### src/design/q24_8_fixed_point_alu_assert.svh
// Assertion macros for the Q24.8 arithmetic unit.
// Used by modules that hold clk and arst_n in scope.
`ifndef Q24_8_FIXED_POINT_ALU_ASSERT_SVH
`define Q24_8_FIXED_POINT_ALU_ASSERT_SVH

// same-cycle implication
`define Q24_CHK(lbl, ante, cons, msg) \
	lbl: assert property (@(posedge clk) disable iff (!arst_n) (ante) |-> (cons)) \
		else $error(msg);

// next-cycle implication
`define Q24_CHK_NEXT(lbl, ante, cons, msg) \
	lbl: assert property (@(posedge clk) disable iff (!arst_n) (ante) |=> (cons)) \
		else $error(msg);

`endif

### src/design/q24alu_pkg.sv
// Shared types and command codes for the Q24.8 arithmetic unit.
// No dependencies.
package q24alu_pkg;

	typedef enum logic [3:0] {
		CMD_ADD   = 4'd0,
		CMD_SUB   = 4'd1,
		CMD_MUL   = 4'd2,
		CMD_DIV   = 4'd3,
		CMD_CMP   = 4'd4,
		CMD_MIN   = 4'd5,
		CMD_MAX   = 4'd6,
		CMD_INC   = 4'd7,
		CMD_DEC   = 4'd8,
		CMD_FINT  = 4'd9,
		CMD_FFLT  = 4'd10,
		CMD_TFLT  = 4'd11,
		CMD_TINT  = 4'd12
	} cmd_t;

	typedef struct packed {
		logic [3:0]  cmd;
		logic [31:0] res;
		logic        gt;
		logic        lt;
		logic        eq;
		logic        dz;
		logic        neg;
		logic [63:0] prod;
		logic [31:0] fmag;
		logic [4:0]  fpos;
	} payload_t;

endpackage

### src/design/q24alu_front.sv
// Input stage: simple operations, float decode, product and divider setup.
// Depends on q24alu_pkg.
module q24alu_front #(
	parameter int FRACTION_BITS = 8,
	parameter int W = 40
) (
	input  logic                 clk,
	input  logic                 arst_n,
	input  logic                 en,
	input  logic                 in_valid,
	input  logic [3:0]           cmd,
	input  logic signed [31:0]   operand_a,
	input  logic signed [31:0]   operand_b,
	input  logic signed [23:0]   int_value,
	input  logic [31:0]          float_bits,
	output logic                 v_s1,
	output q24alu_pkg::payload_t pl_s1,
	output logic [W-1:0]         nq_s1,
	output logic [31:0]          d_s1
);

	logic [31:0] ma, mb, iv_ext, ff_res, ff_mag, limit;
	logic        a_le_b, a_ge_b, fneg;
	logic [7:0]  ex;
	logic [23:0] man;
	logic signed [9:0] e;
	logic [4:0]  s;
	logic [55:0] shl;
	logic [25:0] rnd;
	logic [4:0]  pos;
	q24alu_pkg::payload_t pl;

	always_comb begin
		ma = operand_a[31] ? (32'd0 - operand_a) : operand_a;
		mb = operand_b[31] ? (32'd0 - operand_b) : operand_b;
		a_le_b = operand_a <= operand_b;
		a_ge_b = operand_a >= operand_b;
		iv_ext = {{8{int_value[23]}}, int_value};

		fneg = float_bits[31];
		ex = float_bits[30:23];
		man = {(ex != 8'd0), float_bits[22:0]};
		limit = fneg ? 32'h8000_0000 : 32'h7FFF_FFFF;
		e = ((ex == 8'd0) ? 10'sd1 : $signed({2'b00, ex})) - 10'sd150
			+ 10'(FRACTION_BITS);
		s = 5'd0;
		shl = '0;
		rnd = '0;
		ff_mag = '0;
		if (ex == 8'hFF) begin
			ff_mag = (man[22:0] != 23'd0) ? 32'd0 : limit;
		end else if (e >= 10'sd0) begin
			if (e >= 10'sd32) begin
				ff_mag = (man != 24'd0) ? limit : 32'd0;
			end else begin
				shl = {32'd0, man} << e[4:0];
				ff_mag = (shl > {24'd0, limit}) ? limit : shl[31:0];
			end
		end else if (e > -10'sd25) begin
			s = 5'(-e);
			rnd = ({2'b00, man} + (26'd1 << (s - 5'd1))) >> s;
			ff_mag = {6'd0, rnd};
		end
		ff_res = fneg ? (32'd0 - ff_mag) : ff_mag;

		pos = '0;
		for (int i = 0; i < 32; i++) begin
			if (ma[i]) begin
				pos = 5'(i);
			end
		end

		pl = '0;
		pl.cmd = cmd;
		pl.neg = operand_a[31] ^ operand_b[31];
		pl.prod = {32'd0, ma} * {32'd0, mb};
		pl.fmag = ma;
		pl.fpos = pos;
		case (cmd)
			q24alu_pkg::CMD_ADD:  pl.res = operand_a + operand_b;
			q24alu_pkg::CMD_SUB:  pl.res = operand_a - operand_b;
			q24alu_pkg::CMD_DIV:  pl.dz = (operand_b == 32'sd0);
			q24alu_pkg::CMD_CMP: begin
				pl.gt = !a_le_b;
				pl.lt = !a_ge_b;
				pl.eq = operand_a == operand_b;
			end
			q24alu_pkg::CMD_MIN:  pl.res = a_le_b ? operand_a : operand_b;
			q24alu_pkg::CMD_MAX:  pl.res = a_ge_b ? operand_a : operand_b;
			q24alu_pkg::CMD_INC:  pl.res = operand_a + 32'sd1;
			q24alu_pkg::CMD_DEC:  pl.res = operand_a - 32'sd1;
			q24alu_pkg::CMD_FINT: pl.res = iv_ext << FRACTION_BITS;
			q24alu_pkg::CMD_FFLT: pl.res = ff_res;
			q24alu_pkg::CMD_TFLT: pl.neg = operand_a[31];
			q24alu_pkg::CMD_TINT: pl.res = operand_a >>> FRACTION_BITS;
			default: ;
		endcase
	end

	always_ff @(posedge clk or negedge arst_n) begin
		if (!arst_n) begin
			v_s1 <= 1'b0;
		end else if (en) begin
			v_s1 <= in_valid;
		end
	end

	always_ff @(posedge clk) begin
		if (en) begin
			pl_s1 <= pl;
			nq_s1 <= {{FRACTION_BITS{1'b0}}, ma} << FRACTION_BITS;
			d_s1 <= mb;
		end
	end

endmodule

### config.mk
export PLATFORM = sky130hd
export DESIGN_NAME = q24alu_front
export DESIGN_NICKNAME = d
export VERILOG_FILES = /design/src/design/q24_8_fixed_point_alu_assert.svh /design/src/design/q24alu_pkg.sv /design/src/design/q24alu_front.sv
export SDC_FILE = /design/constraint.sdc
export NUM_CORES = 2
export LEC_CHECK = 0
export ABC_AREA = 1
export BUFFER_PORTS_ARGS = -buffer_cell sky130_fd_sc_hd__buf_4
export CELL_PAD_IN_SITES_DETAIL_PLACEMENT = 0
export CELL_PAD_IN_SITES_GLOBAL_PLACEMENT = 1
export CORE_ASPECT_RATIO = 0.75
export CORE_UTILIZATION = 45
export CTS_BUF_LIST = sky130_fd_sc_hd__clkbuf_8
export CTS_CLUSTER_DIAMETER = 80
export DETAILED_ROUTE_END_ITERATION = 6
export PLACE_DENSITY = 0.91
export SYNTH_ARGS = -nofsm -noshare
export SYNTH_HDL_FRONTEND = slang
export SYNTH_SLANG_ARGS = --single-unit
### constraint.sdc
create_clock -name clk -period 1.4 [get_ports clk]
set_input_delay 0.28 -clock clk [delete_from_list [all_inputs] [get_ports clk]]
set_output_delay 0.28 -clock clk [all_outputs]
set_load 0.03 [all_outputs]
# After elaboration in Yosys (flattened, before gate mapping)
# Cells that the tools add are included.
# Widths: inputs -> output; s select.
word_totals:
  latch_bits: 0
  output_inout_bits: 215
  ramBits: 0
  romBits: 0
  inputBits: 128
  reg_bits: 175
  n_memories: 0
  elab_cells: 110
op_classes:
  n_reduce_logical: 12
  bitwise: 1
  mul: 1
  add_sub_neg: 12
  magnitude_cmp: 6
  n_eq_ne: 13
  shifts: 3
  div_mod_pow: 0
  mux: 46
ops:
  columns: ["cell", "count"]
  rows:
  - ["$mux 32", 12]
  - ["$pmux 32 s9", 1]
  - ["$sub 1x32->32 const A", 3]
  - ["$mux 5", 14]
  - ["$mul 32x32->64", 1]
  - ["$gt 56x32->1", 1]
  - ["$shl 24x5->56", 1]
  - ["$add 32x2->32 const B", 1]
  - ["$add 32x32->32", 1]
  - ["$eq 32x32->1", 1]
  - ["$ge 32x32->1", 1]
  - ["$le 32x32->1", 1]
  - ["$logic_not 32->1", 1]
  - ["$mux 4", 8]
  - ["$sub 32x2->32 const B", 1]
  - ["$sub 32x32->32", 1]
  - ["$add 24x26->26", 1]
  - ["$mux 26", 1]
  - ["$shl 1x5->26 const A", 1]
  - ["$shr 26x5->26", 1]
  - ["$reduce_bool 24->1", 1]
  - ["$reduce_bool 23->1", 1]
  - ["$eq 4x4->1 const B", 5]
  - ["$eq 4x3->1 const B", 4]
  - ["other kinds (23)", 30]

# Longest topological paths before layout
logic_depth:
  word_depth: 32
  mapped_depth: 55
  depth_no_buf: 54

# Worst setup path after synthesis
# OpenSTA, ideal clock, no wires.
synth_path:
  path_type: "input port to flip-flop"
  from: "input operand_a[0]"
  to: "register pl_s1[98] (netlist name) (data pin)"
  cell_stages: 45
  arrival_time_ps: 9583
  t_required_ps: 1135
  path_buffers: 3
  path_slack_ps: -8448
  setup_time_ps: 265
  path_cell_list: "buf_2 -> clkinv_1 -> clkbuf_1 -> ha_1 -> inv_1 -> nor3_1 -> nand3_1 -> inv_1 -> nand2_1 -> inv_1 -> nand2_1 -> inv_1 -> nand2_1 -> or2_2 -> nand2_1 -> xor2_1 -> clkinv_1 -> clkbuf_1 -> (+9 left out) -> inv_1 -> fa_1 -> inv_1 -> fa_1 -> fa_1 -> ha_1 -> a21oi_1 -> inv_1 -> a31oi_1 -> a21boi_0 -> o21ai_0 -> a21boi_1 -> o21ai_0 -> a21boi_0 -> o21ai_1 -> a21boi_0 -> o211ai_1 -> xor2_1"
synth_lines:
  columns: ["element", "line_no", "text"]
  rows:
  - ["from (decl)", "q24alu_front.sv:12", "input logic signed [31:0] operand_a,"]
  - ["to (signal assigned)", "q24alu_front.sv:110", "pl_s1 <= pl;"]
  - ["to (decl)", "q24alu_front.sv:17", "output q24alu_pkg::payload_t pl_s1,"]

==> impl_metrics.py <==
metrics = {
    "route": {
        "wl_per_cell_um": 22.3,
        "vias": 56948,
        "drc": 3,
        "ant_nets": 0,
        "routed_wl_mm": 227,
        "firstDrtPassIters": 7,
        "vias_per_cell": 5.60,
        "drt_iter0_drc": 7793,
    },
    "floorplan": {
        "die-height_um": 297,
        "die_area_sq_um": 117000,
        "die_x_um": 395,
        "io_pins": 343,
        "placementRows": 107,
        "core_area_sq_um": 114000,
        "initial_core_util_pct": 45.7,
    },
    "synth": {
        "seq_area_frac_synth_pct": 10.1,
        "ys_types": 68,
        "netlist_area_sq_um": 52200,
        "yosysMostFrequentCell": "nand2_1",
        "synth_flop_cell": "edfxtp_1",
        "synth_warnings": 0,
        "synthTopCellsByArea": "fa_1 (34%), nand2_1 (11%), edfxtp_1 (10%)",
        "synthCells": 6968,
        "synth_top_area_share_pct": 34.5,
        "synth_largest_area_cell": "fa_1",
        "synth_async_sr_flop_share_pct": 0.571,
        "synth_area_per_cell_sq_um": 7.49,
        "synth_enable_flop_cells": 174,
        "synth-seq-cells": 175,
        "yosys-top-cells-count": "nand2_1 (1477), inv_1 (1362), fa_1 (899)",
    },
    "min_path": {
        "hold_class": "input port to flop",
        "whs_path_depth": 5,
        "hold_end": "pl_s1[131]",
        "hp-start": "int_value[17]",
    },
    "sta": {
        "setup_violations": 361,
        "slew_viol_final": 0,
        "worstMarginPinSlew_ns": 0.898,
        "min_period_ns": 9.03,
        "max-slew-margin-rel_pct": 39.7,
        "fmax_mhz": 111,
        "hold_viol_final": 0,
        "fin_hold_ws_ns": 0.110,
        "period_share_pct": 645,
        "clock_skew_ns": 0,
        "grt_setup_unrepaired": "true",
        "layout_setup_ws_ns": -7.63,
    },
    "run_status": {
        "status": "finished, violations left",
        "violations": "DRC, setup timing",
    },
    "cts": {
        "cts_buffer_depth": 2,
        "clock_sinks": 175,
        "cts_buffers": 17,
        "cts_root_buffer": "clkbuf_8",
        "worstSkewPairLatency_ns": 0.68,
        "clkTransAtPathRegs_ns": 0.11,
        "ctsHtreeMaxLevel": 4,
        "cts_tree": "done",
    },
    "placed_design": {
        "place_congestion": 1.13,
        "postPlaceCellArea_sq_um": 68200,
        "place_ws_ns": -8.58,
        "hpwl_mm": 187,
        "io_buffer_count": 334,
    },
    "cells_and_area": {
        "multi_input_area_sq_um": 43700,
        "syn2layout_area_growth_pct": 39.6,
        "final_nets": 10035,
        "stdcell_area_sq_um": 72900,
        "regArea_sq_um": 5250,
        "num-fill-cells": 9403,
        "drive_gt1_share_pct": 30.8,
    },
    "global_routing": {
        "grt_use_total_pct": 37.8,
        "first_global_vias": 56278,
        "grt_max_degree": 44,
        "overflow": 0,
        "grt_first_pass_wirelength_mm": 334,
        "antenna_found_initial": 10,
    },
    "job": {
        "maxCapViolCount": 0,
    },
    "setup_path": {
        "endpoint_kind": "flop",
        "worstSetupPathType": "input port to flop",
        "critPathArrivalTime_ns": 9.47,
        "worstRegToRegCells": 1,
        "cp_slowest_cell": "fa_1",
        "worst_path_largest_cell_delay_ns": 0.62,
        "required_ns": 1.83,
        "critPathLaunchType": "input port",
        "r2r_start": "v_s1",
        "crit_top_cell": "fa_1",
        "regToRegSetupSlack_ns": 0.64,
        "rr_endpoint": "v_s1",
        "cp_max_fo": 6,
    },
}
## worst max-delay path by stage
stage                  from        end  slack (ns)  cells past startpoint
2_1_floorplan  operand_b[0]  pl_s1[99]       -7.56                     48
3_3_place_gp   operand_a[1]  pl_s1[97]       -8.52                     44
3_5_place_dp   operand_b[1]  pl_s1[99]       -8.58                     47
4_1_cts        operand_b[0]  pl_s1[99]       -7.29                     47
5_1_grt        operand_b[0]  pl_s1[93]       -7.89                     46
6_report       operand_b[2]  pl_s1[99]       -7.63                     46
## kinds of logic (layout without fill, tap and decap cells)
logic type / after synthesis / count (layout) / synth area share (%)
mux: 3 / 3 / 0.0599
fa+ha+maj: 1289 / 1289 / 43.8
other cells: 1 / 16 / 0.00718
simple gates: 2859 / 2859 / 22.7
xor+xnor: 125 / 125 / 2.11
buf+inv: 1721 / 3377 / 12.9
compound gates: 795 / 795 / 8.34
flops: 175 / 175 / 10.1
## state kept, by name (all words and copies together) (netlist names)
| register | count |
|---|---|
| d_s1 | 32 |
| pl_s1 | 110 |
| v_s1 | 1 |
| nq_s1 | 32 |
## timing repair
| action | in CTS | in global routing |
|---|---|---|
| hold buffers | 10 | 0 |
| endpoints found under the setup margin | 360 | 361 |
| cloned | 1 | 0 |
| endpoints found under the hold margin | 10 | 0 |
| setup buffers | 111 | 69 |
| pin swaps | 154 | 98 |
| gates resized for setup | 458 | 264 |
## worst max-delay path: cells and delay by family
kind	cells	cell delay, ns
adders and majority gates	9	4.30
xor gates and xnor gates	2	0.32
and+or+nand+nor	15	1.58
buffers and inverters	13	1.59
AOI/OAI and AO/OA	7	1.38
## layer usage
metal,vias to the layer above,global-route usage (%),routed length (um)
met2,4180,52.5,90000
li1,24790,-,-
met4,8,14.1,10800
met3,743,15.5,37000
met1,27227,52.3,88600
met5,-,0.568,135
## area by class of cell
type / count / area share, %
tap: 1526 / 2.62
clock buffer: 17 / 0.321
clock inverter: 15 / 0.211
sequential: 175 / 7.20
timing repair buffer: 1940 / 22.2
antenna: 8 / 0.0275
multi-input combinational: 5079 / 60.0
inverter: 1405 / 7.45
## metrics by stage
stage / util, % / setup TNS, ns / std cells
after detailed placement: 59.6 / -680.61 / 9966
after floorplan: - / -552.96 / 6975
after global routing: 63.7 / -620.52 / 10163
final: 63.7 / -583.99 / 10165
after CTS: 62.4 / -559.60 / 10096
after global placement: 59.6 / -666.11 / 9966
## layout by cell type (no fill, tap or decap), drive strengths merged, types with 28 or more instances in the layout
cell type and instances:
inv 1386, nand2 1491, clkinv 28, nor2 777, nand4 71, buf 1928
o21ai 335, xor2 89, a21oi 317, ha 390, nor3 53, fa 899
a31oi 33, nand3 403, xnor2 36, edfxtp 174
Power is left out: the tool's default activity adds up to more than one toggle a clock period on the data nets, which glitch-free logic cannot reach.
