$ cat config.mk
export PLATFORM = sky130hd
export DESIGN_NAME = q24alu_back
export DESIGN_NICKNAME = d
export VERILOG_FILES = /design/src/design/q24_8_fixed_point_alu_assert.svh /design/src/design/q24alu_pkg.sv /design/src/design/q24alu_back.sv
export SDC_FILE = /design/constraint.sdc
export NUM_CORES = 1
export LEC_CHECK = 0
export ABC_CLOCK_PERIOD_IN_PS = 1200
export BUFFER_PORTS_ARGS = -buffer_cell sky130_fd_sc_hd__buf_2
export CAP_MARGIN = 20
export CORE_MARGIN = 3
export CORE_UTILIZATION = 60
export CTS_CLUSTER_DIAMETER = 80
export DETAILED_ROUTE_END_ITERATION = 7
export PLACE_DENSITY = 0.95
export SLEW_MARGIN = 20
export SYNTH_ARGS = -nofsm -noshare
export SYNTH_HDL_FRONTEND = slang
export SYNTH_SLANG_ARGS = --single-unit
$ cat constraint.sdc
create_clock -name clk -period 1.2 [get_ports clk]
set_clock_uncertainty 0.1 [all_clocks]
set_input_delay 0.24 -clock clk [delete_from_list [all_inputs] [get_ports clk]]
set_output_delay 0.24 -clock clk [all_outputs]
set_load 0.05 [all_outputs]
$ cat src/design/q24_8_fixed_point_alu_assert.svh
// Assertion macros for the Q24.8 arithmetic unit.
// Used by modules that hold clk and arst_n in scope.
`ifndef Q24_8_FIXED_POINT_ALU_ASSERT_SVH
`define Q24_8_FIXED_POINT_ALU_ASSERT_SVH

// same-cycle implication
`define Q24_CHK(lbl, ante, cons, msg) \
	lbl: assert property (@(posedge clk) disable iff (!arst_n) (ante) |-> (cons)) \
		else $error(msg);

// next-cycle implication
`define Q24_CHK_NEXT(lbl, ante, cons, msg) \
	lbl: assert property (@(posedge clk) disable iff (!arst_n) (ante) |=> (cons)) \
		else $error(msg);

`endif

$ cat src/design/q24alu_pkg.sv
// Shared types and command codes for the Q24.8 arithmetic unit.
// No dependencies.
package q24alu_pkg;

	typedef enum logic [3:0] {
		CMD_ADD   = 4'd0,
		CMD_SUB   = 4'd1,
		CMD_MUL   = 4'd2,
		CMD_DIV   = 4'd3,
		CMD_CMP   = 4'd4,
		CMD_MIN   = 4'd5,
		CMD_MAX   = 4'd6,
		CMD_INC   = 4'd7,
		CMD_DEC   = 4'd8,
		CMD_FINT  = 4'd9,
		CMD_FFLT  = 4'd10,
		CMD_TFLT  = 4'd11,
		CMD_TINT  = 4'd12
	} cmd_t;

	typedef struct packed {
		logic [3:0]  cmd;
		logic [31:0] res;
		logic        gt;
		logic        lt;
		logic        eq;
		logic        dz;
		logic        neg;
		logic [63:0] prod;
		logic [31:0] fmag;
		logic [4:0]  fpos;
	} payload_t;

endpackage

$ cat src/design/q24alu_back.sv
// Output stage: multiply rounding, divide sign, fixed-to-float, result select.
// Depends on q24alu_pkg.
module q24alu_back #(
	parameter int FRACTION_BITS = 8,
	parameter int W = 40
) (
	input  logic                 clk,
	input  logic                 arst_n,
	input  logic                 en,
	input  logic                 v_in,
	input  q24alu_pkg::payload_t pl_in,
	input  logic [W-1:0]         q_in,
	output logic                 out_valid,
	output logic signed [31:0]   result,
	output logic [31:0]          float_result,
	output logic                 greater,
	output logic                 less,
	output logic                 equal,
	output logic                 div_by_zero
);

	localparam int EXP_OFS = 127 - FRACTION_BITS;

	logic [63:0] prnd;
	logic [31:0] mmag, res, fres;
	logic [24:0] m;
	logic [31:0] remm, half, sh;
	logic [5:0]  pp;
	logic [3:0]  s;
	logic [8:0]  ex9;

	always_comb begin
		prnd = (pl_in.prod + (64'd1 << (FRACTION_BITS - 1))) >> FRACTION_BITS;
		mmag = prnd[31:0];

		pp = {1'b0, pl_in.fpos};
		s = '0;
		remm = '0;
		half = '0;
		if (pl_in.fpos <= 5'd23) begin
			sh = pl_in.fmag << (5'd23 - pl_in.fpos);
			m = {1'b0, sh[23:0]};
		end else begin
			s = 4'(pl_in.fpos - 5'd23);
			sh = pl_in.fmag >> s;
			m = sh[24:0];
			remm = pl_in.fmag & ((32'd1 << s) - 32'd1);
			half = 32'd1 << (s - 4'd1);
			if (remm > half || (remm == half && m[0])) begin
				m = m + 25'd1;
			end
			if (m[24]) begin
				m = m >> 1;
				pp = pp + 6'd1;
			end
		end
		ex9 = {3'd0, pp} + 9'(EXP_OFS);
		fres = (pl_in.fmag == 32'd0) ? 32'd0 : {pl_in.neg, ex9[7:0], m[22:0]};

		res = pl_in.res;
		case (pl_in.cmd)
			q24alu_pkg::CMD_MUL: res = pl_in.neg ? (32'd0 - mmag) : mmag;
			q24alu_pkg::CMD_DIV: res = pl_in.dz ? 32'd0
				: (pl_in.neg ? (32'd0 - q_in[31:0]) : q_in[31:0]);
			default: ;
		endcase
		if (pl_in.cmd != q24alu_pkg::CMD_TFLT) begin
			fres = 32'd0;
		end
	end

	always_ff @(posedge clk or negedge arst_n) begin
		if (!arst_n) begin
			out_valid <= 1'b0;
		end else if (en) begin
			out_valid <= v_in;
		end
	end

	always_ff @(posedge clk) begin
		if (en) begin
			result <= res;
			float_result <= fres;
			greater <= pl_in.gt;
			less <= pl_in.lt;
			equal <= pl_in.eq;
			div_by_zero <= pl_in.dz;
		end
	end

endmodule
==> flow_metrics.py, run 1 <==
metrics = {
    "logic_synthesis": {
        "synth_xor_area_share_pct": 10.9,
        "synth_compound_gate_area_share_pct": 19.4,
        "mean_cell_area_of_the_mapped_netlist_um2": 8.42,
        "post_synth_fa_ha_maj_area_fraction_pct": 4.10,
        "synth-edff-count": 68,
        "async_flop_share_pct": 1.45,
        "synth_top_family_by_area": "simple AND/OR/NAND/NOR gates",
        "synth.area.mux_share_pct": 18.0,
        "synth_nets": 1414,
        "ys_ff_latch": 69,
        "yosysWarningCount": 0,
        "synth.cell_area_um2": 10100,
        "post_synth_and_or_nand_nor_area_fraction_pct": 22.5,
        "synth_cells": 1195,
        "ys_dominant_reg_cell": "edfxtp_1",
        "synthDistinctLibCells": 93,
        "synth.yosys.seq_area_share_pct": 20.5,
    },
    "clock_tree": {
        "clock-root-buffer": "clkbuf_16",
        "cts-htree-levels": 3,
        "cts_sinks": 69,
        "cts_buffer_depth": 2,
        "cts_hold_repair.buffers": 4,
        "numCtsBuffers": 9,
        "postCtsSetupRepairBufs": 55,
        "cts_resized": 384,
    },
    "place": {
        "dp.final_hpwl_um": 38900,
        "place_congestion": 1.10,
        "numPortBuffers": 215,
        "place_area_um2": 14400,
    },
    "outcome": {
        "error_message": "[ERROR DPL-0038] Utilization greater than 100%, impossible to legalize",
        "haltStage": "clock tree synthesis (4_1_cts)",
        "outcome": "aborted with a tool error",
    },
    "floorplanning": {
        "num_rows": 46,
        "die_w_um": 135,
        "floorplan.io_pins": 255,
        "initial_utilization_pct": 62.4,
        "die-height_um": 135,
    },
}
cells in the mapped netlist (5+ instances only):
master / number / area (µm²)
buf_1: 10 / 37.5
and2_1: 9 / 56.3
o221ai_1: 5 / 43.8
or3_1: 13 / 81.3
mux2_1: 19 / 214
xor2_1: 33 / 289
nand4_1: 15 / 93.8
nor2_1: 83 / 312
nor4_2: 6 / 75.1
o211ai_1: 9 / 67.6
a21oi_1: 49 / 245
a21o_1: 6 / 45.0
nor3_1: 26 / 130
buf_4: 6 / 45.0
nor4_1: 13 / 81.3
or4_1: 5 / 37.5
a22oi_1: 28 / 210
o21a_1: 9 / 67.6
mux2i_1: 46 / 460
o21ai_0: 80 / 400
inv_1: 15 / 56.3
mux4_2: 26 / 586
o31ai_1: 19 / 143
a211oi_1: 11 / 82.6
clkbuf_1: 52 / 195
mux2_4: 5 / 75.1
a21boi_0: 5 / 37.5
a311oi_1: 6 / 52.6
a32oi_1: 11 / 96.3
and3_1: 11 / 68.8
o22ai_1: 8 / 50.1
nand3b_1: 7 / 52.6
or2_2: 6 / 37.5
nor2b_1: 14 / 87.6
nand2_1: 152 / 571
ha_1: 33 / 413
o21ai_1: 7 / 35.0
xnor2_1: 87 / 762
nand2b_1: 11 / 68.8
nand3_1: 42 / 210
buf_6: 5 / 56.3
mux2_2: 41 / 462
a31oi_1: 7 / 43.8
buf_2: 7 / 35.0
edfxtp_1: 68 / 2040
cells by family after synthesis:
group                    count (synthesis)
AO/OA/AOI/OAI                          292
XOR/XNOR                               122
adder cells (fa/ha/maj)                 33
buffers and inverters                   98
flip-flops                              69
multiplexers                           138
AND/OR/NAND/NOR                        443
stage by stage:
| stage | hold slack (ps) | instances | setup slack (ps) |
|---|---|---|---|
| detailed placement | -81.9 | 1925 | -4140 |
| global placement | -85.2 | 1925 | -3600 |
| floorplan | -156 | 1195 | -3650 |
==> inputs of run 2 (changes only) <==
- CORE_UTILIZATION: 60 -> 40
- CTS_CLUSTER_DIAMETER: 80 -> unset
- PLACE_DENSITY: 0.95 -> unset
- PLACE_DENSITY_LB_ADDON: unset -> 0.15
==> run 2 against run 1 <==
Synthesized area unchanged. Synthesized cell count stayed put. The flow now finishes, with violations (setup timing).
==> flow_metrics.py, run 2 <==
metrics = {
    "grt": {
        "globalRouteOverflowTotal": 0,
        "antenna_found_initial": 0,
        "grt_first_pass_wirelength_um": 64100,
        "grt_max_degree": 34,
        "grt_util_all_layers_pct": 30.3,
        "first_global_vias": 12100,
    },
    "logic_synthesis": {
        "yosys_top_cell_area_share_pct": 20.3,
        "synth_most_common_cell": "nand2_1",
        "yosysWarningCount": 0,
        "synthTopCellsByArea": "edfxtp_1, xnor2_1, mux4_2",
        "synth_nets": 1414,
        "synth.cell_area_um2": 10100,
        "synth_cells": 1195,
        "synthDistinctLibCells": 93,
        "synth-edff-count": 68,
        "synth_largest_area_cell": "edfxtp_1",
        "synth.yosys.seq_area_share_pct": 20.5,
        "mean_cell_area_of_the_mapped_netlist_um2": 8.42,
        "ys_top_cells_by_count": "nand2_1, xnor2_1, nor2_1",
        "ys_ff_latch": 69,
        "async_flop_share_pct": 1.45,
        "ys_dominant_reg_cell": "edfxtp_1",
    },
    "final_layout": {
        "layout-drive-gt1-share_pct": 55.4,
        "largest_registers": "float_result x32, result x32",
        "area.growth.synth_to_final_pct": 73.7,
        "layout.cells.most_common": "buf_4",
        "finish.net_count": 2016,
        "n_fill_cell": 1832,
        "finish.cell_count_without_fillers": 2126,
        "utilization_pct": 71.2,
        "antenna-diode-count": 0,
        "layout_common_cells": "buf_4, nand2_1, buf_2",
    },
    "power": {
        "total_leakage_power_nw": 7.29,
        "power.density_cell_area_nw_per_um2": 831,
        "max-vdd-ir-drop_v": 0.000617,
        "p_total_w": 0.0145,
    },
    "worst_setup_path": {
        "cp_common_cell": "ha_4",
        "worstPathRequired_ps": 1220,
        "timing.critical_path.arrival_ps": 4590,
        "kind_of_launch_point_of_the_worst_setup_path": "input port",
        "critPathMaxStageDelay_ps": 350,
        "worstPathMaxFanout": 6,
        "cp_slowest_cell": "nor4_2",
        "timing.setup.critical_path_class": "in -> reg",
        "cp-end-kind": "register",
    },
    "floorplanning": {
        "core-area_um2": 24500,
        "die_w_um": 165,
        "floorplan.io_pins": 255,
        "die-height_um": 165,
        "initial_utilization_pct": 41.0,
        "fp.dieArea_um2": 27100,
        "num_rows": 57,
    },
    "run": {
        "max_cap_viol_count": 0,
    },
    "place": {
        "place_inst": 2050,
        "place_congestion": 0.970,
        "dp.final_hpwl_um": 32300,
        "numPortBuffers": 215,
    },
    "drt": {
        "wl_per_cell_um": 20.4,
        "drt_wl_total_um": 43400,
        "drt-initial-drc-count": 915,
        "drt-pass1-iter-count": 5,
        "postRouteAntennaNets": 0,
        "vias_per_cell": 5.76,
        "post-route-drc-count": 0,
        "route.vias.total": 12300,
    },
    "timing": {
        "postLayoutSetupSlackWorst_ps": -3370,
        "slew_viol_final": 0,
        "grt_setup_unrepaired": "yes",
        "final.period_utilization_pct": 381,
        "worst_hold_slack_ps": 24.8,
        "timing_worst_slew_pin_value_ps": 631,
        "timing.slew.headroom_pct": 57.6,
        "fin_crit_ps": 4570,
        "final-setup-viol-count": 132,
        "fmax_ghz": 0.219,
        "hold_viol": 0,
    },
    "clock_tree": {
        "cts-htree-levels": 3,
        "clock_latency_ps": 360,
        "cts_buffer_depth": 2,
        "clock-root-buffer": "clkbuf_16",
        "clock_tree_from_tritoncts": "done",
        "clock_pin_slew_reported_for_the_worst_setup_and_hold_paths_after_clock_tree_synthesis_ps": 70,
        "numCtsBuffers": 9,
        "cts_sinks": 69,
    },
    "outcome": {
        "outcome": "complete, but fails checks",
        "violations_in_the_final_reports": "setup timing",
    },
    "min_path": {
        "hold_path.class": "in -> reg",
    },
}
==> run 2: cell counts after synthesis <==
Identical to the previous run, type by type.
==> run 2: final cells by class <==
class	instances	area, µm²	area share (%)
Clock buffer	9	225	1.29
Clock inverter	7	103	0.587
Inverter	16	76.3	0.437
Multi-Input combinational cell	1028	9160	52.4
Sequential cell	69	2070	11.8
Tap cell	324	405	2.32
Timing Repair Buffer	673	5430	31.1
==> run 2: cell families (layout without fill, tap and decap cells) <==
logic type	Yosys count	in the layout	synth area share, %
AND/OR/NAND/NOR	443	443	22.5
AO/OA/AOI/OAI	292	292	19.4
multiplexers	138	138	18.0
XOR/XNOR	122	122	10.9
buffers and inverters	98	705	4.57
flip-flops	69	69	20.5
adder cells (fa/ha/maj)	33	33	4.11
==> run 2: final timing paths <==
path                                    end       from  slack [ps]  cells past startpoint
min reg2reg                       out_valid  out_valid         640                      3
max reg2reg                       out_valid  out_valid          80                      3
max in group asynchronous         out_valid     arst_n         840                      2
min                               out_valid       v_in          20                      2
max                        float_result[27]   pl_in[1]       -3370                     25
min in group asynchronous         out_valid     arst_n          80                      2
==> run 2: report_power, final <==
group          switching (W)  leakage (nW)  internal [W]
sequential         0.0000924         0.667       0.00286
clock                0.00133         0.157       0.00186
combinational        0.00449          6.46       0.00390
total                0.00591          7.29       0.00861
==> run 2: critical path: cells and delay by family <==
family          cells  cell delay, ps
compound gates      6            1080
xor+xnor            1             190
buf+inv             4             340
fa+ha+maj           5            1120
simple gates        9            1620
==> run 2: per-stage QoR <==
step           instance area, µm²  setup slack [ps]  TNS, ps
4_1_cts                     16700             -3180  -135120
6_report                    17500             -3370  -142030
3_5_place_dp                14800             -3790  -163010
2_1_floorplan               10800             -3650  -137450
3_3_place_gp                14800             -3660  -159210
5_1_grt                     17500             -3560  -150860
==> run 2: timing repair <==
action                                  CTS  global route
setup buffers                            33            33
endpoints found under the setup margin  132           133
endpoints found under the hold margin     4             0
gates resized for setup                 316           138
pin swaps                               109           116
hold buffers                              4             0
gates cloned                              4             0
==> run 2: routing by layer <==
metal	GRT usage (%)	up-vias	part of all wire, %
met3	5.12	129	6.2
li1	-	5707	-
met4	12.6	0	4.2
met5	0	-	0
met2	53.6	520	51
met1	36.2	5897	39
No activity file was read; power rests on OpenSTA's default activity.
==> inputs of run 3 (changes only) <==
- CORE_UTILIZATION: 40 -> 55
==> run 3 against run 2 <==
The flow now stops in global routing (5_1_grt). Synthesized cell count did not move. Synthesized area unchanged.
==> flow_metrics.py, run 3 <==
metrics = {
    "floorplanning": {
        "num_rows": 48,
        "initial_utilization_pct": 57.2,
        "die-height_um": 141,
        "floorplan.io_pins": 255,
        "die_w_um": 141,
    },
    "logic_synthesis": {
        "yosysWarningCount": 0,
        "ys_top_cells_by_count": "nand2_1, xnor2_1, nor2_1",
        "synth-edff-count": 68,
        "yosys_top_cell_area_share_pct": 20.3,
        "synth_cells": 1195,
        "synth.cell_area_um2": 10100,
        "ys_ff_latch": 69,
        "mean_cell_area_of_the_mapped_netlist_um2": 8.42,
        "synthDistinctLibCells": 93,
        "synth_largest_area_cell": "edfxtp_1",
        "synth_most_common_cell": "nand2_1",
        "synthTopCellsByArea": "edfxtp_1, xnor2_1, mux4_2",
        "synth.yosys.seq_area_share_pct": 20.5,
        "ys_dominant_reg_cell": "edfxtp_1",
        "synth_nets": 1414,
        "async_flop_share_pct": 1.45,
    },
    "place": {
        "place_congestion": 0.952,
        "numPortBuffers": 215,
        "dp.final_hpwl_um": 31300,
    },
    "timing": {
        "critical_endpoint_after_global_route_timing_repair": "float_result[27]$_SDFFCE_PP0P_/D",
        "worst-endpoint-pin-kind": "register data pin",
    },
    "clock_tree": {
        "numCtsBuffers": 9,
        "cts_sinks": 69,
        "cts_buffer_depth": 2,
        "clock-root-buffer": "clkbuf_16",
        "cts-htree-levels": 3,
    },
    "outcome": {
        "haltStage": "global routing (5_1_grt)",
        "error_message": "[ERROR DPL-0038] Utilization greater than 100%, impossible to legalize",
        "outcome": "aborted with a tool error",
    },
    "grt": {
        "grt_max_degree": 34,
    },
}
## run 3: cell counts after synthesis
Identical to the previous run, type by type.
## run 3: per-stage QoR
stage	utilization (%)	worst slack [ps]	std cells	setup TNS (ps)	area, µm²
after floorplan	-	-3650	1195	-137450	10800
after global placement	82.3	-3670	1934	-159380	14500
after detailed placement	82.3	-3860	1934	-164110	14500
after CTS	93.7	-3210	2001	-136150	16500
## run 3: cells by family after synthesis
| family | count (synthesis) | synth area share, % |
|---|---|---|
| AO/OA/AOI/OAI | 292 | 19.4 |
| flip-flops | 69 | 20.5 |
| adder cells (fa/ha/maj) | 33 | 4.11 |
| AND/OR/NAND/NOR | 443 | 22.5 |
| multiplexers | 138 | 18.0 |
| buffers and inverters | 98 | 4.57 |
| XOR/XNOR | 122 | 10.9 |
## run 3: what timing repair did
action | CTS
hold endpoints to repair | 4
hold buffers | 4
resized for setup | 322
pin swaps | 131
cloned | 2
setup buffers | 56
endpoints found under the setup margin | 133
