### config.mk
export PLATFORM = sky130hd
export DESIGN_NAME = q24alu_div_cell
export DESIGN_NICKNAME = d
export VERILOG_FILES = /design/src/design/q24_8_fixed_point_alu_assert.svh /design/src/design/q24alu_pkg.sv /design/src/design/q24alu_div_cell.sv
export SDC_FILE = /design/constraint.sdc
export NUM_CORES = 1
export LEC_CHECK = 0
export ABC_AREA = 1
export BUFFER_PORTS_ARGS = -buffer_cell sky130_fd_sc_hd__buf_4
export CAP_MARGIN = 20
export CORE_AREA = 2 2 193 195
export DETAILED_ROUTE_END_ITERATION = 7
export DIE_AREA = 0 0 195 197
export PLACE_DENSITY = 0.57
export SLEW_MARGIN = 5
export SYNTH_ARGS = -nofsm -noshare
export SYNTH_HDL_FRONTEND = slang
export SYNTH_SLANG_ARGS = --single-unit
### constraint.sdc
create_clock -name clk -period 0.8 [get_ports clk]
set_input_delay 0.12 -clock clk [delete_from_list [all_inputs] [get_ports clk]]
set_output_delay 0.12 -clock clk [all_outputs]
set_load 0.02 [all_outputs]
### src/design/q24_8_fixed_point_alu_assert.svh
// Assertion macros for the Q24.8 arithmetic unit.
// Used by modules that hold clk and arst_n in scope.
`ifndef Q24_8_FIXED_POINT_ALU_ASSERT_SVH
`define Q24_8_FIXED_POINT_ALU_ASSERT_SVH

// same-cycle implication
`define Q24_CHK(lbl, ante, cons, msg) \
	lbl: assert property (@(posedge clk) disable iff (!arst_n) (ante) |-> (cons)) \
		else $error(msg);

// next-cycle implication
`define Q24_CHK_NEXT(lbl, ante, cons, msg) \
	lbl: assert property (@(posedge clk) disable iff (!arst_n) (ante) |=> (cons)) \
		else $error(msg);

`endif

### src/design/q24alu_pkg.sv
// Shared types and command codes for the Q24.8 arithmetic unit.
// No dependencies.
package q24alu_pkg;

	typedef enum logic [3:0] {
		CMD_ADD   = 4'd0,
		CMD_SUB   = 4'd1,
		CMD_MUL   = 4'd2,
		CMD_DIV   = 4'd3,
		CMD_CMP   = 4'd4,
		CMD_MIN   = 4'd5,
		CMD_MAX   = 4'd6,
		CMD_INC   = 4'd7,
		CMD_DEC   = 4'd8,
		CMD_FINT  = 4'd9,
		CMD_FFLT  = 4'd10,
		CMD_TFLT  = 4'd11,
		CMD_TINT  = 4'd12
	} cmd_t;

	typedef struct packed {
		logic [3:0]  cmd;
		logic [31:0] res;
		logic        gt;
		logic        lt;
		logic        eq;
		logic        dz;
		logic        neg;
		logic [63:0] prod;
		logic [31:0] fmag;
		logic [4:0]  fpos;
	} payload_t;

endpackage

### src/design/q24alu_div_cell.sv
// One restoring-division cell: produces one quotient bit per stage.
// Depends on q24alu_pkg.
module q24alu_div_cell #(
	parameter int W = 40
) (
	input  logic                 clk,
	input  logic                 arst_n,
	input  logic                 en,
	input  logic                 v_in,
	input  q24alu_pkg::payload_t pl_in,
	input  logic [31:0]          rem_in,
	input  logic [W-1:0]         nq_in,
	input  logic [31:0]          d_in,
	output logic                 v_s1,
	output q24alu_pkg::payload_t pl_s1,
	output logic [31:0]          rem_s1,
	output logic [W-1:0]         nq_s1,
	output logic [31:0]          d_s1
);

	logic [32:0] t;
	logic        ge;

	assign t = {rem_in, nq_in[W-1]};
	assign ge = t >= {1'b0, d_in};

	always_ff @(posedge clk or negedge arst_n) begin
		if (!arst_n) begin
			v_s1 <= 1'b0;
		end else if (en) begin
			v_s1 <= v_in;
		end
	end

	always_ff @(posedge clk) begin
		if (en) begin
			pl_s1 <= pl_in;
			d_s1 <= d_in;
			rem_s1 <= ge ? 32'(t - {1'b0, d_in}) : t[31:0];
			nq_s1 <= {nq_in[W-2:0], ge};
		end
	end

endmodule

== Word-level counts from Yosys, hierarchy flattened ==
Index checks and enable logic that the tools add are counted.

* Flip-flop bits (word level): 247

* $add $sub $neg: 1
* Order comparisons: 1
* Multiplexer cells: 1

{| class="wikitable"
|+ Operators with widths
! cell !! count
|-
| $ge A33 B32 Y1 || 1
|-
| $mux W32 || 1
|-
| $sub A32 B32 Y32 || 1
|}

== Longest topological paths before layout ==
Gate-level depths: netlist (run 1).

* Depth in word-level cells: 2
* Depth in mapped cells: 16
* Depth with buffers taken out: 14

== Worst setup path after synthesis (run 1) ==
OpenSTA, ideal clock, no wires.

* Path type: input to register
* Start: in nq_in[39]
* End: reg rem_s1[16] (data pin)
* Arrival: 1482 ps
* Path slack: -935 ps
* Stages: 13
* Cells stage by stage: inv_1 -> ha_1 -> fa_1 -> inv_1 -> nand3_1 -> nand3_1 -> nand2_1 -> nand3_1 -> nand3_1 -> nand2_1 -> nand2_1 -> nand3_2 -> nand2_1

* Word-level cells in the longest chain between the ends: 2
* Elaborated cells on any way between the ends: 3
* Classes of those cells: add/sub (1); order compare (1); mux (1)

{| class="wikitable"
|+ Ends and longest elaborated chain
! element !! line !! source
|-
| start, declared || q24alu_div_cell.sv:12 || <nowiki>input logic [W-1:0] nq_in,</nowiki>
|-
| $sub A32 B32 Y32 or $ge A33 B32 Y1 (tied branches) || q24alu_div_cell.sv:39, q24alu_div_cell.sv:25 ||
|-
| $mux W32 (*) || q24alu_div_cell.sv:39 || <nowiki>rem_s1 <= ge ? 32'(t - {1'b0, d_in}) : t[31:0];</nowiki>
|-
| end signal, assigned || q24alu_div_cell.sv:39 ||
|-
| end, declared || q24alu_div_cell.sv:16 || <nowiki>output logic [31:0] rem_s1,</nowiki>
|}

Every way passes the cells marked *; elsewhere a longest branch is shown, timed or not.
A chain may end at the register's enable or synchronous reset.

== Worst setup path in the final report (run 1) ==
* Start: in d_in[16]
* End: reg rem_s1[21] (data pin)

* Word-level cells in the longest chain between the ends: 2
* Elaborated cells on any way between the ends: 3
* Classes of those cells: add/sub (1); order compare (1); mux (1)

{| class="wikitable"
|+ Ends and longest elaborated chain
! element !! line !! source
|-
| start, declared || q24alu_div_cell.sv:13 || <nowiki>input logic [31:0] d_in,</nowiki>
|-
| $sub A32 B32 Y32 or $ge A33 B32 Y1 (tied branches) || q24alu_div_cell.sv:39, q24alu_div_cell.sv:25 ||
|-
| $mux W32 (*) || q24alu_div_cell.sv:39 ||
|}

Marked as above.

==> summary.txt, run 1 <==
Outcome
  – Outcome: finished, violations left
  – Failing checks: negative setup slack

Yosys
  – Distinct cells, synth: 28
  – Synth Area in Compound Gates: 1.23%
  – Mapped Cells: 895
  – Average cell area after synthesis: 11.8 µm²
  – Synth Area in Adders: 3.97%
  – Yosys warns: 0
  – Combinational family with the most area after synthesis: simple AND/OR/NAND/NOR gates
  – Predominant post-synthesis flop cell: edfxtp_1
  – Synth Area in Simple Gates: 17.4%
  – Yosys reg bits: 247
  – Post-synthesis mux area share: 0.106%
  – Async set-or-reset flop fraction in the synthesized netlist: 0.405%
  – Syn_nets: 1178
  – Post-synthesis xor/xnor area fraction: 1.16%
  – EDFF count, synth: 246
  – Synthesized area: 10600 µm²
  – Post-synthesis sequential area ratio: 70.0%

Drt
  – Final wirelength: 44.7 mm
  – First-pass DRT Iterations: 5
  – Vias/cell: 4.42
  – Via Count: 10100
  – DRT iter0 DRCs: 438
  – Wire per inst: 19.6 µm
  – Residual DRC: 0
  – ANT nets after route: 0

Die
  – Die ar.: 38400 µm²
  – Die height: 197 µm
  – Initial core utilization: 29.2%
  – Die W: 195 µm
  – Io pins: 497
  – Core box area: 36300 µm²
  – Row count: 70

Timing
  – Final period util: 173%
  – Worst Setup Slack, final: -584 ps
  – Clk_skew: 0 ps
  – Setup violators final: 280
  – Max-slew violation count: 0
  – Final critical-path required period: 1380 ps
  – Slew HR: 81.6%
  – Final hold vios: 0
  – FMAX: 722 MHz
  – Least-Margin Pin Slew: 275 ps
  – RSZ-0062 raised after global routing: yes

GRT
  – Largest net degree at the start of global routing: 41
  – Vias in the first global route: 10500
  – Global-route wire length before repair: 64.3 mm
  – Initial antenna violation count: 7
  – GR Overflow Total: 0
  – GRT Total Usage: 22.4%

Power
  – Worst VDD drop: 1.19 mV
  – Pleak: 9.52 nW
  – Pint: 27.8 mW
  – Clk network pwr share: 30.9%
  – Combinational share of power: 27.3%
  – Seq pwr share: 41.8%
  – Pwr/cell area: 1820 nW/µm²
  – Net Sw Power: 11.0 mW
  – Sw Ratio: 28.4%

Min path
  – Worst min-delay path category: input port to register
  – Hold_sp: en
  – WHS Path Cells: 2
  – WHS Endpoint: v_s1

Cells and area
  – Most common cell after layout, fill and taps aside: buf_4
  – Share of layout cells above drive strength 1: 47.8%
  – Final core occ: 58.8%
  – Commonest cells after routing, fill and taps aside: 336 x buf_4, 263 x buf_6, 248 x dlygate4sd3_1
  – Area Growth Syn to Fin: 101%
  – Final #Nets: 2068
  – Layout Cells excl Fill: 2283

Worst setup path
  – R2R Path End: v_s1
  – Crit path top cell by count: nand2_1
  – Worst setup EP type: register
  – Critical Path AT: 1680 ps
  – Critical path's largest stage delay: 300 ps
  – Reg2Reg Depth: 1
  – R2R Setup Slk: 20 ps
  – Critical path class: input port to register
  – Slowest CP cell: ha_4
  – Startpoint Class: input port
  – Worst r2r src: v_s1
  – Critical path, cell by cell: buf_4 > inv_4 > ha_4 > nand2_2 > nor2_4 > nand2_1 > nor2_2 > nand2_1 > nand2_2 > nor2_4 > buf_12 > clkbuf_16 > nand3_1 > nand2_1
  – Required @ worst endpoint: 1100 ps
  – Crit-path max FO: 7

CTS
  – Clock Tree Buf Depth: 3
  – Sink Count: 247
  – Clock Pin Slew Worst Setup and Hold Paths: 60 ps
  – CTS Buf Count: 29
  – CTS root buffer: clkbuf_16
  – H-Tree Depth: 1
  – Skew-Pair Late Insertion Delay: 530 ps
  – CTS tree: built

Flow run
  – Max-cap violations: 0

Placed design
  – Placed cells: 1949
  – Port buffer count: 496
  – Dpl hpwl: 30.9 mm
  – RePlAce Congestion: 0.891
-- metal layers --
metal | routed length [µm] | global-route usage, % | share of wire, %
met3 | 2450 | 4.53 | 5.5
met1 | 17000 | 25.3 | 38
met2 | 23200 | 40.5 | 52
met5 | 0 | 0 | 0
met4 | 1990 | 10.5 | 4.5
-- worst max-delay path by stage --
stage,cells past startpoint,to,start,slack (ps)
2_1_floorplan,16,rem_s1[24],d_in[2],-830
3_3_place_gp,13,rem_s1[27],d_in[14],-1230
3_5_place_dp,13,rem_s1[1],d_in[26],-1270
4_1_cts,12,rem_s1[1],d_in[30],-570
5_1_grt,14,rem_s1[23],d_in[9],-620
6_report,14,rem_s1[21],d_in[16],-580
-- cell usage after synthesis, types with 2 or more instances --
cell	n	area, µm²
a21o_1	2	15.0
a21oi_1	21	105
and2_1	8	50.1
buf_12	2	40.0
buf_2	7	35.0
edfxtp_1	246	7390
ha_1	32	400
inv_1	150	563
nand2_1	274	1030
nand2_2	3	18.8
nand3_1	56	280
nand3_2	11	110
nand3b_1	11	82.6
nand4_1	3	18.8
nor2_1	34	128
nor2_2	3	18.8
nor3_1	6	30.0
nor3_2	3	30.0
o21ai_0	2	10.0
xor2_1	13	114
-- worst max-delay path, delay by kind of cell --
| kind | cells | cell delay [ps] |
|---|---|---|
| adders and majority gates | 1 | 300 |
| buffers and inverters | 4 | 470 |
| and+or+nand+nor | 9 | 780 |
-- repair_timing --
item | CTS | global route
gates cloned | 5 | 2
pin swaps | 16 | 72
hold buffers | 249 | 0
setup endpoints to repair | 280 | 284
hold endpoints to repair | 251 | 0
resized for setup | 308 | 151
setup buffers | 8 | 9
-- state kept, by name, indices dropped and copies added (netlist names) --
register	cells
nq_s1	40
d_s1	32
pl_s1	142
v_s1	1
rem_s1	32
-- kinds of logic (layout without fill, tap and decap cells) --
family                   count (synthesis)  in the layout
AND/OR/NAND/NOR                        415            419
flip-flops                             247            247
buffers and inverters                  160           1068
adder cells (fa/ha/maj)                 33             33
AO/OA/AOI/OAI                           25             25
XOR/XNOR                                14             14
multiplexers                             1              1
other                                    0              8
-- power by group through the flow --
stage                     Combinational [mW]  Sequential [mW]  Clock (mW)
after floorplan                         2.08             17.7           0
after global placement                  7.90             16.2           0
after detailed placement                7.99             16.2           0
after CTS                               10.0             16.2        12.3
after global routing                    11.2             16.3        12.9
final                                   10.6             16.2        12.0
-- through the flow --
step / power, mW / area [µm²] / setup slack [ps] / hold slack, ps / setup TNS [ps]
after floorplan: 19.7 / 11000 / -833 / -176 / -26970
final: 38.7 / 21300 / -584 / 40.6 / -115890
after global routing: 40.3 / 21300 / -625 / 28.4 / -128380
after CTS: 38.5 / 20700 / -574 / 24.8 / -122550
after detailed placement: 24.2 / 16000 / -1270 / -97.3 / -83850
after global placement: 24.1 / 16000 / -1230 / -97.3 / -82220
-- final cells by class --
type | count | area, µm²
fillers | 2873 | 14900
repair buffers | 865 | 8310
flip-flops and latches | 247 | 7410
multi-input cells | 492 | 3540
clock buffers | 37 | 756
inverters | 150 | 606
well taps | 468 | 586
clock inverters | 16 | 90.1
diodes | 8 | 20.0
Note: power is estimated with default switching activity, not from simulation.
==> run 2: changes to the inputs <==
--- a/config.mk
+++ b/config.mk
@@ -12,6 +12,7 @@
 export DETAILED_ROUTE_END_ITERATION = 7
 export DIE_AREA = 0 0 195 197
 export PLACE_DENSITY = 0.57
+export REMOVE_ABC_BUFFERS = 1
 export SLEW_MARGIN = 5
 export SYNTH_ARGS = -nofsm -noshare
 export SYNTH_HDL_FRONTEND = slang
==> run 2 against run 1 <==
The flow still finishes with violations (negative setup slack); cell count up 2.0%; sequential power hardly changed; register-to-register slack hardly changed; utilization up 1.1 points; first-iteration DRC count fell by 2.5%; critical path type unchanged; largest power group unchanged.
==> summary.txt, run 2 (synthesis results as in run 1) <==
Outcome
  – Outcome: finished, violations left
  – Failing checks: negative setup slack

Cells and area
  – Sequential cell area: 7410 µm² (about the same)
  – Finished Cell Area: 21700 µm² (+1.9%)
  – Fill cell count: 2826 (-1.6%)
  – Max FFs per register: 142 (unchanged)
  – Area taken by multi-input logic gates: 3340 µm² (-5.6%)
  – Share of layout cells above drive strength 1: 48.7% (+0.95 points)
  – Largest register by flop count: pl_s1
  – Commonest cells after routing, fill and taps aside: 394 x buf_4, 254 x buf_6, 248 x dlygate4sd3_1
  – Final #Nets: 2118 (+2.4%)
  – Area Growth Syn to Fin: 105%
  – Biggest regs: pl_s1: 142 flops, nq_s1: 40 flops
  – Most common cell after layout, fill and taps aside: buf_4
  – Final core occ: 59.9% (+1.1 points)

Timing
  – RSZ-0062 raised after global routing: yes
  – Post-route setup TNS: -117100 ps (-1210 ps)
  – Final hold vios: 0 (unchanged)
  – Final period util: 172% (-0.80 points)
  – FMAX: 726 MHz (+0.47%)
  – Clk_skew: 0 ps (unchanged)
  – Setup violators final: 280 (unchanged)
  – Final critical-path required period: 1380 ps (-6.44 ps)
  – Worst Setup Slack, final: -578 ps (+6.44 ps)
  – Least-Margin Pin Slew: 265 ps (-9.85 ps)
  – Max-slew violation count: 0 (unchanged)
  – Slew HR: 82.2% (+0.53 points)

Die
  – Core box area: 36300 µm² (unchanged)
  – Die W: 195 µm (unchanged)
  – Die height: 197 µm (unchanged)
  – Die ar.: 38400 µm² (unchanged)
  – Initial core utilization: 29.2% (unchanged)
  – Row count: 70 (unchanged)
  – Io pins: 497 (unchanged)

Drt
  – Via Count: 10300 (+2.1%)
  – Final wirelength: 46.0 mm (+2.9%)
  – DRT iter0 DRCs: 427 (-2.5%)
  – ANT nets after route: 0 (unchanged)
  – Vias/cell: 4.42 (about the same)
  – Wire per inst: 19.7 µm (+0.90%)
  – Residual DRC: 0 (unchanged)
  – First-pass DRT Iterations: 5 (unchanged)

Worst setup path
  – Required @ worst endpoint: 1100 ps (about the same)
  – Crit path from: d_in[30]
  – Critical path's largest stage delay: 210 ps (-90 ps)
  – Slowest CP cell: ha_4
  – Reg2Reg Depth: 1 (unchanged)
  – R2R Setup Slk: 20 ps (about the same)
  – Worst r2r src: v_s1
  – Buf/Inv on CP: 3 (-1)
  – Setup crit end: rem_s1[8]
  – CP top delay family: simple AND/OR/NAND/NOR gates
  – Crit path top cell by count: nand2_1
  – Critical Path AT: 1680 ps (about the same)
  – Stages on worst setup path: 13 (-1)
  – R2R Path End: v_s1
  – Worst setup EP type: register
  – Crit-path max FO: 10 (+3)
  – Critical path class: input port to register
  – Critical path, cell by cell: buf_8 > inv_4 > ha_4 > a21o_1 > nand2_1 > nand2_1 > a21oi_2 > nand2_2 > nor2_4 > nand2_8 > buf_12 > nand2_1 > nand2_1
  – Startpoint Class: input port

CTS
  – Skew-Pair Late Insertion Delay: 540 ps (about the same)
  – CTS tree: built
  – Sink Count: 247 (unchanged)
  – CTS Buf Count: 29 (unchanged)
  – H-Tree Depth: 1 (unchanged)
  – Clock Tree Buf Depth: 3 (unchanged)
  – Clock Pin Slew Worst Setup and Hold Paths: 60 ps (about the same)
  – CTS root buffer: clkbuf_16

Flow run
  – Max-cap violations: 0 (unchanged)

GRT
  – GR Overflow Total: 0 (unchanged)
  – Vias in the first global route: 10900 (+4.1%)
  – Global-route wire length before repair: 66.7 mm (+3.8%)
  – Initial antenna violation count: 6 (-1)
  – Largest net degree at the start of global routing: 22 (-46%)
  – GRT Total Usage: 23.3% (+0.93 points)

Placed design
  – RePlAce Congestion: 0.891 (-0.10%)
  – Port buffer count: 496 (unchanged)
  – DP Area: 16200 µm² (+1.1%)
  – Dpl hpwl: 32.3 mm (+4.7%)

Power
  – Power Total: 41.5 mW (+7.2%)
  – Worst VDD drop: 1.15 mV (-3.7%)
  – Pleak: 9.85 nW (+3.5%)
  – Pwr/cell area: 1910 nW/µm² (+5.2%)

Min path
  – Worst min-delay path category: input port to register
  – WHS Path Cells: 2 (unchanged)
==> run 2: changes by cell type in the layout (fill, tap and decap cells not counted), moves of 9 or more <==
cell	before	now
buf_4	336	394
nand3_2	42	18
nand3_1	23	45
nor2_2	9	20
buf_6	263	254
inv_2	14	23
==> run 2: layout make-up <==
type,instances,share of cell area [%]
sequential,247,34.1
inverter,150,2.71
clock buffer,31,3.37
timing repair buffer,919,40.3
clock inverter,21,1.38
antenna,5,0.0576
tap,468,2.70
multi-input combinational,488,15.4
==> run 2: worst min-delay path by stage <==
stage / start / endpoint / slack [ps]
final: en / pl_s1[123] / 10
after global routing: en / pl_s1[123] / -4
after CTS: en / rem_s1[5] / -20
after detailed placement: arst_n / v_s1 / -90
after global placement: arst_n / v_s1 / -90
after floorplan: arst_n / v_s1 / -180
==> run 2: where the power goes <==
part / switching, mW / internal [mW]
sequential: 0.604 / 15.6
combinational: 5.17 / 5.70
clock: 5.53 / 8.91
==> run 2: stage by stage <==
step / instances / hold slack, ps / setup WS (ps)
floorplan: 885 / -176 / -1230
global placement: 2006 / -88.3 / -1300
detailed placement: 2006 / -90.2 / -1290
CTS: 2320 / -24.5 / -545
global route: 2327 / -3.90 / -633
finish: 2329 / 10.1 / -578
==> run 2: repair_timing <==
item | 4_1_cts | 5_1_grt
endpoints found under the hold margin | 262 | 1
pin swaps | 35 | 25
resized for setup | 407 | 59
setup endpoints to repair | 280 | 449
buffers inserted | 13 | 4
hold buffers | 248 | 1
cloned | 2 | 0
==> run 2: layer usage <==
layer / track usage [%] / routed length, µm / up-vias / part of all wire [%]
li1: - / - / 4873 / -
met1: 26.6 / 17500 / 4941 / 38
met2: 42.0 / 23600 / 371 / 51
met3: 4.95 / 2860 / 98 / 6.2
met4: 10.1 / 1920 / 6 / 4.2
met5: 1.53 / 103 / - / 0.22
